$ cat config.mk
export PLATFORM = sky130hd
export DESIGN_NAME = pobd_sqrt
export DESIGN_NICKNAME = d
export VERILOG_FILES = /design/src/rtl/pobd_pkg.sv /design/src/rtl/pobd_sqrt.sv
export SDC_FILE = /design/constraint.sdc
export NUM_CORES = 2
export LEC_CHECK = 0
export ABC_AREA = 0
export BUFFER_PORTS_ARGS = -buffer_cell sky130_fd_sc_hd__buf_2
export CAP_MARGIN = 20
export CORE_MARGIN = 1.5
export CORE_UTILIZATION = 35
export DETAILED_ROUTE_END_ITERATION = 12
export GPL_ROUTABILITY_DRIVEN = 0
export HOLD_SLACK_MARGIN = 0.05
export PLACE_DENSITY_LB_ADDON = 0.05
export SETUP_SLACK_MARGIN = 0.1
export SYNTH_ARGS = -nofsm -noshare
export SYNTH_HDL_FRONTEND = slang
export SYNTH_SLANG_ARGS = --single-unit
$ cat constraint.sdc
create_clock -name clk -period 18.2 [get_ports clk]
set_clock_uncertainty 0.1 [all_clocks]
set_input_delay 2.73 -clock clk [delete_from_list [all_inputs] [get_ports clk]]
set_output_delay 2.73 -clock clk [all_outputs]
set_load 0.02 [all_outputs]
$ cat src/rtl/pobd_pkg.sv
// shared constants and register index codes for the oriented box distance unit
package pobd_pkg;

  localparam int COORD_WIDTH_DEF = 32;
  localparam int FRAC_BITS_DEF   = 16;

  // isqrt steps folded into one pipeline stage
  localparam int SQRT_STEPS = 2;

  localparam int CFG_IDX_W = 4;

  typedef enum logic [CFG_IDX_W-1:0] {
    REG_CENTER_X = 4'd0,
    REG_CENTER_Y = 4'd1,
    REG_AXIS0_X  = 4'd2,
    REG_AXIS0_Y  = 4'd3,
    REG_AXIS1_X  = 4'd4,
    REG_AXIS1_Y  = 4'd5,
    REG_EXTENT0  = 4'd6,
    REG_EXTENT1  = 4'd7
  } cfg_idx_t;

endpackage

$ cat src/rtl/pobd_sqrt.sv
// pipelined integer square root, floor, with payload carried alongside
module pobd_sqrt
  import pobd_pkg::*;
#(
  parameter int VW   = 63,
  parameter int PAYW = 127
) (
  input  logic                   clk,
  input  logic                   rst_n,
  input  logic                   en,
  input  logic                   in_vld,
  input  logic [VW-1:0]          in_val,
  input  logic [PAYW-1:0]        in_pay,
  output logic                   out_vld,
  output logic [(VW+1)/2-1:0]    out_res,
  output logic [PAYW-1:0]        out_pay
);

  localparam int NIT = (VW + 1) / 2;
  localparam int NST = (NIT + SQRT_STEPS - 1) / SQRT_STEPS;
  localparam int RW  = VW + 1;

  logic [RW-1:0]   v_r   [NST];
  logic [RW-1:0]   res_r [NST];
  logic [PAYW-1:0] pay_r [NST];
  logic            vld_r [NST];

  for (genvar s = 0; s < NST; s++) begin : g_st
    logic [RW-1:0]   v_in, r_in, v_nxt, r_nxt;
    logic [PAYW-1:0] p_in;
    logic            vld_in;

    if (s == 0) begin : g_first
      assign v_in   = {1'b0, in_val};
      assign r_in   = '0;
      assign p_in   = in_pay;
      assign vld_in = in_vld;
    end else begin : g_next
      assign v_in   = v_r[s-1];
      assign r_in   = res_r[s-1];
      assign p_in   = pay_r[s-1];
      assign vld_in = vld_r[s-1];
    end

    always_comb begin
      logic [RW-1:0] v, r, bitv, trial;
      int k;
      v = v_in;
      r = r_in;
      for (int j = 0; j < SQRT_STEPS; j++) begin
        k = s * SQRT_STEPS + j;
        if (k < NIT) begin
          bitv  = RW'(1) << (2 * (NIT - 1 - k));
          trial = r + bitv;
          if (v >= trial) begin
            v = v - trial;
            r = (r >> 1) + bitv;
          end else begin
            r = r >> 1;
          end
        end
      end
      v_nxt = v;
      r_nxt = r;
    end

    always_ff @(posedge clk) begin
      if (!rst_n) begin
        vld_r[s] <= 1'b0;
      end else if (en) begin
        vld_r[s] <= vld_in;
      end
      if (en) begin
        v_r[s]   <= v_nxt;
        res_r[s] <= r_nxt;
        pay_r[s] <= p_in;
      end
    end
  end

  assign out_vld = vld_r[NST-1];
  assign out_res = res_r[NST-1][NIT-1:0];
  assign out_pay = pay_r[NST-1];

endmodule

Word-level counts from Yosys, hierarchy flattened
Memory sizes are Yosys's and may differ from the RTL's.
Index checks and enable logic that the tools add are counted.
{"block": "word_totals", "reg_bits": 0, "word_cells": 231, "ram_bits": 4096, "inputBits": 194, "output_inout_bits": 160, "mem_count": 4}
{"memory": "pay_r", "words": 16, "word_bits": 127, "rd": 16, "rd_clocked_by_memory_dff": 0, "write_ports": 16, "line": "pobd_sqrt.sv:25", "rtl": "logic [PAYW-1:0] pay_r [NST];"}
{"memory": "res_r", "words": 16, "word_bits": 64, "rd": 16, "rd_clocked_by_memory_dff": 0, "write_ports": 16, "line": "pobd_sqrt.sv:24", "rtl": "logic [RW-1:0] res_r [NST];"}
{"memory": "v_r", "words": 16, "word_bits": 64, "rd": 15, "rd_clocked_by_memory_dff": 0, "write_ports": 16, "line": "pobd_sqrt.sv:23", "rtl": "logic [RW-1:0] v_r [NST];"}
{"memory": "vld_r", "words": 16, "word_bits": 1, "rd": 16, "rd_clocked_by_memory_dff": 0, "write_ports": 16, "line": "pobd_sqrt.sv:26", "rtl": "logic vld_r [NST];"}
{"block": "classes", "magnitude_cmp": 32, "n_mux": 85, "bitwise": 16, "addsub": 94}
{"op": "2-to-1 mux 64 bit", "count": 63}
{"op": "greater-or-equal comparator 64 bit", "count": 31}
{"op": "subtractor 64 bit", "count": 31}
{"op": "adder 63 x 1 -> 64 bit (second input constant)", "count": 1}
{"op": "adder 63 x 11 -> 64 bit (second input constant)", "count": 1}
{"op": "adder 63 x 13 -> 64 bit (second input constant)", "count": 1}
{"op": "adder 63 x 15 -> 64 bit (second input constant)", "count": 1}
{"op": "adder 63 x 17 -> 64 bit (second input constant)", "count": 1}
{"op": "adder 63 x 19 -> 64 bit (second input constant)", "count": 1}
{"op": "adder 63 x 21 -> 64 bit (second input constant)", "count": 1}
{"op": "adder 63 x 23 -> 64 bit (second input constant)", "count": 1}
{"op": "adder 63 x 25 -> 64 bit (second input constant)", "count": 1}
{"op": "adder 63 x 27 -> 64 bit (second input constant)", "count": 1}
{"op": "adder 63 x 29 -> 64 bit (second input constant)", "count": 1}
{"op": "adder 63 x 3 -> 64 bit (second input constant)", "count": 1}
{"op": "adder 63 x 31 -> 64 bit (second input constant)", "count": 1}
{"op": "adder 63 x 33 -> 64 bit (second input constant)", "count": 1}
{"op": "adder 63 x 35 -> 64 bit (second input constant)", "count": 1}
{"op": "adder 63 x 37 -> 64 bit (second input constant)", "count": 1}
{"op": "adder 63 x 39 -> 64 bit (second input constant)", "count": 1}
{"op": "adder 63 x 41 -> 64 bit (second input constant)", "count": 1}
{"op": "adder 63 x 43 -> 64 bit (second input constant)", "count": 1}
{"op": "adder 63 x 45 -> 64 bit (second input constant)", "count": 1}
{"op": "adder 63 x 47 -> 64 bit (second input constant)", "count": 1}
{"op": "other kinds (46)", "count": 81}

Longest topological paths before layout
An unclocked memory read counts as a cell.
{"block": "logic_depth", "depth_word": 7, "mapped_depth": 30, "depth_no_buf": 29}

Least setup slack after synthesis
OpenSTA, ideal clock, no wires.
{"block": "synth_timing", "path_kind": "reg2reg", "start": "mem v_r[1][333] (netlist bit)", "end": "mem v_r[1][406] (netlist bit) (data pin)", "path_buffers": 6, "stages_incl_launch_ff": 28, "arrival_time_ps": 6180, "setup_ps": 261, "required_time_ps": 17839, "synth_period_minus_slack_ps": 6541, "path_slack_ps": 11659, "path_cell_list": "edfxtp_1 ha_1 a211oi_1 nor2_1 nor4_1 a2111oi_4 or3_1 buf_2 inv_2 buf_6 clkbuf_1 o21ai_0 ha_1 clkbuf_1 a21o_1 a21o_1 a21oi_1 o21ai_0 a21oi_1 o221ai_1 o21ai_0 or4bb_4 nor4b_2 nand4_2 buf_2 buf_2 nor2_1 a21oi_1"}
{"element": "from (decl)", "line": "pobd_sqrt.sv:23"}

==> out/results.ini <==
[outcome]
outcome = complete, no violations

[setup_path]
critical_path.max_fanout = 42
worstPathBufferInverterCount = 5
crit_family = simple AND/OR/NAND/NOR gates
slowest_delay_ns = 0.97
cp_data_arrival_time_ns = 9.58
timing.critical_path.slowest_stage_cell = nor4_1
worstPathCellList = inv_1 -> ha_1 -> nor4bb_1 -> nand4_1 -> nor4_1 -> or2_0 -> or3_1 -> buf_4 -> inv_2 -> o31ai_1 -> ha_1 -> nand4_1 -> or4_1 -> or4_1 -> nor2_1 -> nor2_1 -> nand4_1 -> buf_4 -> nor4b_1 -> buf_4 -> or3b_2 -> xor2_1
worst-setup-path-type = register to register
cp_data_required_time_ns = 18.75
critical_path.startpoint_type = register
worstSetupEndpointType = register

[yosys]
avgSynthCellArea_um2 = 13.8
synthesis.area_mm2 = 0.145
post_synth_edffs = 3279
postSynth.asyncResetShare_pct = 0
synth_top_area_share_pct = 67.8
sequential_element_share_of_the_synthesized_area_pct = 67.8
synth_top_flop_cell = edfxtp_1
synth-warning-count = 0
synthTopCellsByArea = edfxtp_1 68%, ha_1 4.9%, xnor2_1 3.2%
syn_nets = 11300
synthesis.instances = 10500
synth_cell_types = 109
postSynthRegisterBits = 3280
post-synth-top-area-cell = edfxtp_1

[layout]
leading_cell_types_in_the_layout_fill_and_taps_excluded = 3279 x edfxtp_1, 725 x nor2_1, 674 x nand2_1
final_net_count = 11900
area_growth_pct = 13.8
final_cells = 16900
layout-drive-gt1-share_pct = 10.2
mostFrequentLayoutCell = edfxtp_1

[detailed_routing]
postRouteAntennaNets = 0
route.detailed.drc = 0
routed_via_density = 5.10
drtPass1Iterations = 9
postRouteWirelength_um = 335000
dr_total_vias = 86000
first_iter_violations = 6595
wl_per_cell_um = 19.9

[sta]
worst_pin_slew_ns = 1.13
fin_crit_sh_pct = 49.6
hold_slack_ns = 0.285
final-max-slew-violation-count = 0
hold_viol_final = 0
maximum_clock_frequency_mhz = 111
fin_setup_tns_ns = 0
layout_min_cycle_time_ns = 9.03
grt_setup_unrepaired = false
slew-limit-headroom_pct = 23.7
setup-violations-final = 0

[die]
start_util_pct = 35.1
floorplan.io_pins = 354
coreArea_mm2 = 0.413
fp.dieH_um = 647
die_width_um = 647
fp-row-count = 236
floorplan.die_area_mm2 = 0.419

[cts]
htree_num_levels = 5
tritoncts.num_buffers = 365
cts_repair_resize_count = 0
clk_latency_ns = 0.96
path_clk_slew_ns = 0.05
cts.path.max_buffers = 4
cts_root_buffer = clkbuf_16
total_number_of_clock_tree_sinks = 3280
post_cts.repair.setup_buffers = 0
tritoncts_clock_tree = done
holdBufCountCts = 0

[grt]
via_count_of_the_first_global_routing_pass = 86000
grt_max_degree = 185
initial_antenna_violation_count = 16
track_usage_pct = 15.5
grt_first_pass_wirelength_um = 509000
grt_overflow_total = 0

[flow_run]
maxCapViolations = 0

[place]
dpl_wire_length_um = 240000
numPortBuffers = 353
dpl.cell_count = 16200

[pwr]
power-per-cell-area_mw_per_mm2 = 141
static-leakage-power_nw = 60.0
peakVddDrop_uv = 83.9

[hold_path]
worst_hold_path_type = register to register

path summary, 6_finish.rpt:
check,from,end,slack (ns),cells past startpoint
setup / recovery,res_r[1][169],v_r[1][241],9.17,22
hold / removal,pay_r[0][711],pay_r[0][838],0.28,0
setup reg to reg,res_r[1][169],v_r[1][241],9.17,22
hold reg to reg,pay_r[0][711],pay_r[0][838],0.28,0
synthesized netlist by cell type (19+ instances only):
cell type	n
edfxtp_1	3279
nor2_1	726
nand2_1	674
a21oi_1	632
ha_1	570
xnor2_1	534
inv_1	495
o21ai_0	392
xor2_1	286
a21o_1	256
nor4_1	252
nor3_1	228
nand3_1	210
clkbuf_1	183
nand4_1	167
and3_1	109
or3_1	99
mux2_2	90
nor2b_1	88
nand2b_1	77
o21a_1	73
o211ai_1	65
o31ai_1	65
o21bai_1	63
or4_1	56
a211oi_1	54
a31oi_1	53
and2_1	53
or2_2	51
and4_1	37
buf_2	35
a21boi_0	31
o31a_1	29
nor4b_1	28
nand3b_1	27
buf_1	25
nand4b_1	24
a2111oi_0	23
nor3b_1	23
a211o_1	22
a31o_2	21
mux2i_1	21
o41ai_1	19
worst register-to-register path: cells and delay by family, from the launching register on:
family,cells,cell delay [ns]
AOI/OAI and AO/OA,1,0.51
xor gates and xnor gates,1,0.15
adders and majority gates,2,0.74
buffers and inverters,5,1.47
DFF,1,0.39
and+or+nand+nor,13,5.42
logic make-up (layout without fill, tap and decap cells):
logic type / after synthesis / after routing / share of synthesized area [%]
adders and majority gates: 570 / 570 / 4.91
AOI/OAI and AO/OA: 2015 / 2015 / 8.95
other: 0 / 4 / 0
and+or+nand+nor: 2985 / 2985 / 10.5
muxes: 114 / 114 / 0.866
xor gates and xnor gates: 822 / 822 / 4.97
DFF: 3280 / 3280 / 67.8
buffers and inverters: 749 / 1599 / 1.98
registers in the layout, summed over array words and instances, names as in the netlist:
signal	flops
pay_r	2032
v_r	960
res_r	272
vld_r	16
layer usage:
| metal | vias up | track usage [%] | part of all wire [%] |
|---|---|---|---|
| li1 | 41300 | - | - |
| met1 | 41800 | 19.9 | 44 |
| met2 | 2192 | 26.7 | 48 |
| met3 | 670 | 2.31 | 4.5 |
| met4 | 4 | 5.40 | 3.5 |
| met5 | - | 0 | 0.0066 |
area by class of cell:
class / instances / area, µm²
clock inverter: 203 / 1980
antenna: 4 / 10.0
clock buffer: 454 / 9510
fill: 38200 / 248000
sequential: 3280 / 98500
multi-input combinational: 6506 / 43800
tap: 5474 / 6850
timing repair buffer: 440 / 2620
inverter: 502 / 1880
where the power goes:
part | internal (mW) | leakage (nW) | switching (mW) | total [mW]
logic | 2.53 | 22.6 | 3.88 | 6.41
clock network | 4.08 | 5.55 | 2.98 | 7.06
registers | 9.36 | 31.9 | 0.502 | 9.86
total | 16.0 | 60.0 | 7.36 | 23.3
metrics by stage:
step	worst slack [ns]	utilization, %	power, mW	instance area, µm²
floorplan	11.66	-	14.4	145000
global placement	9.36	37.2	16.3	154000
detailed placement	9.30	37.2	16.3	154000
CTS	9.25	40.0	23.6	165000
global route	8.77	40.0	24.7	165000
finish	9.17	40.0	23.3	165000
No activity file was read; power rests on OpenSTA's default activity.
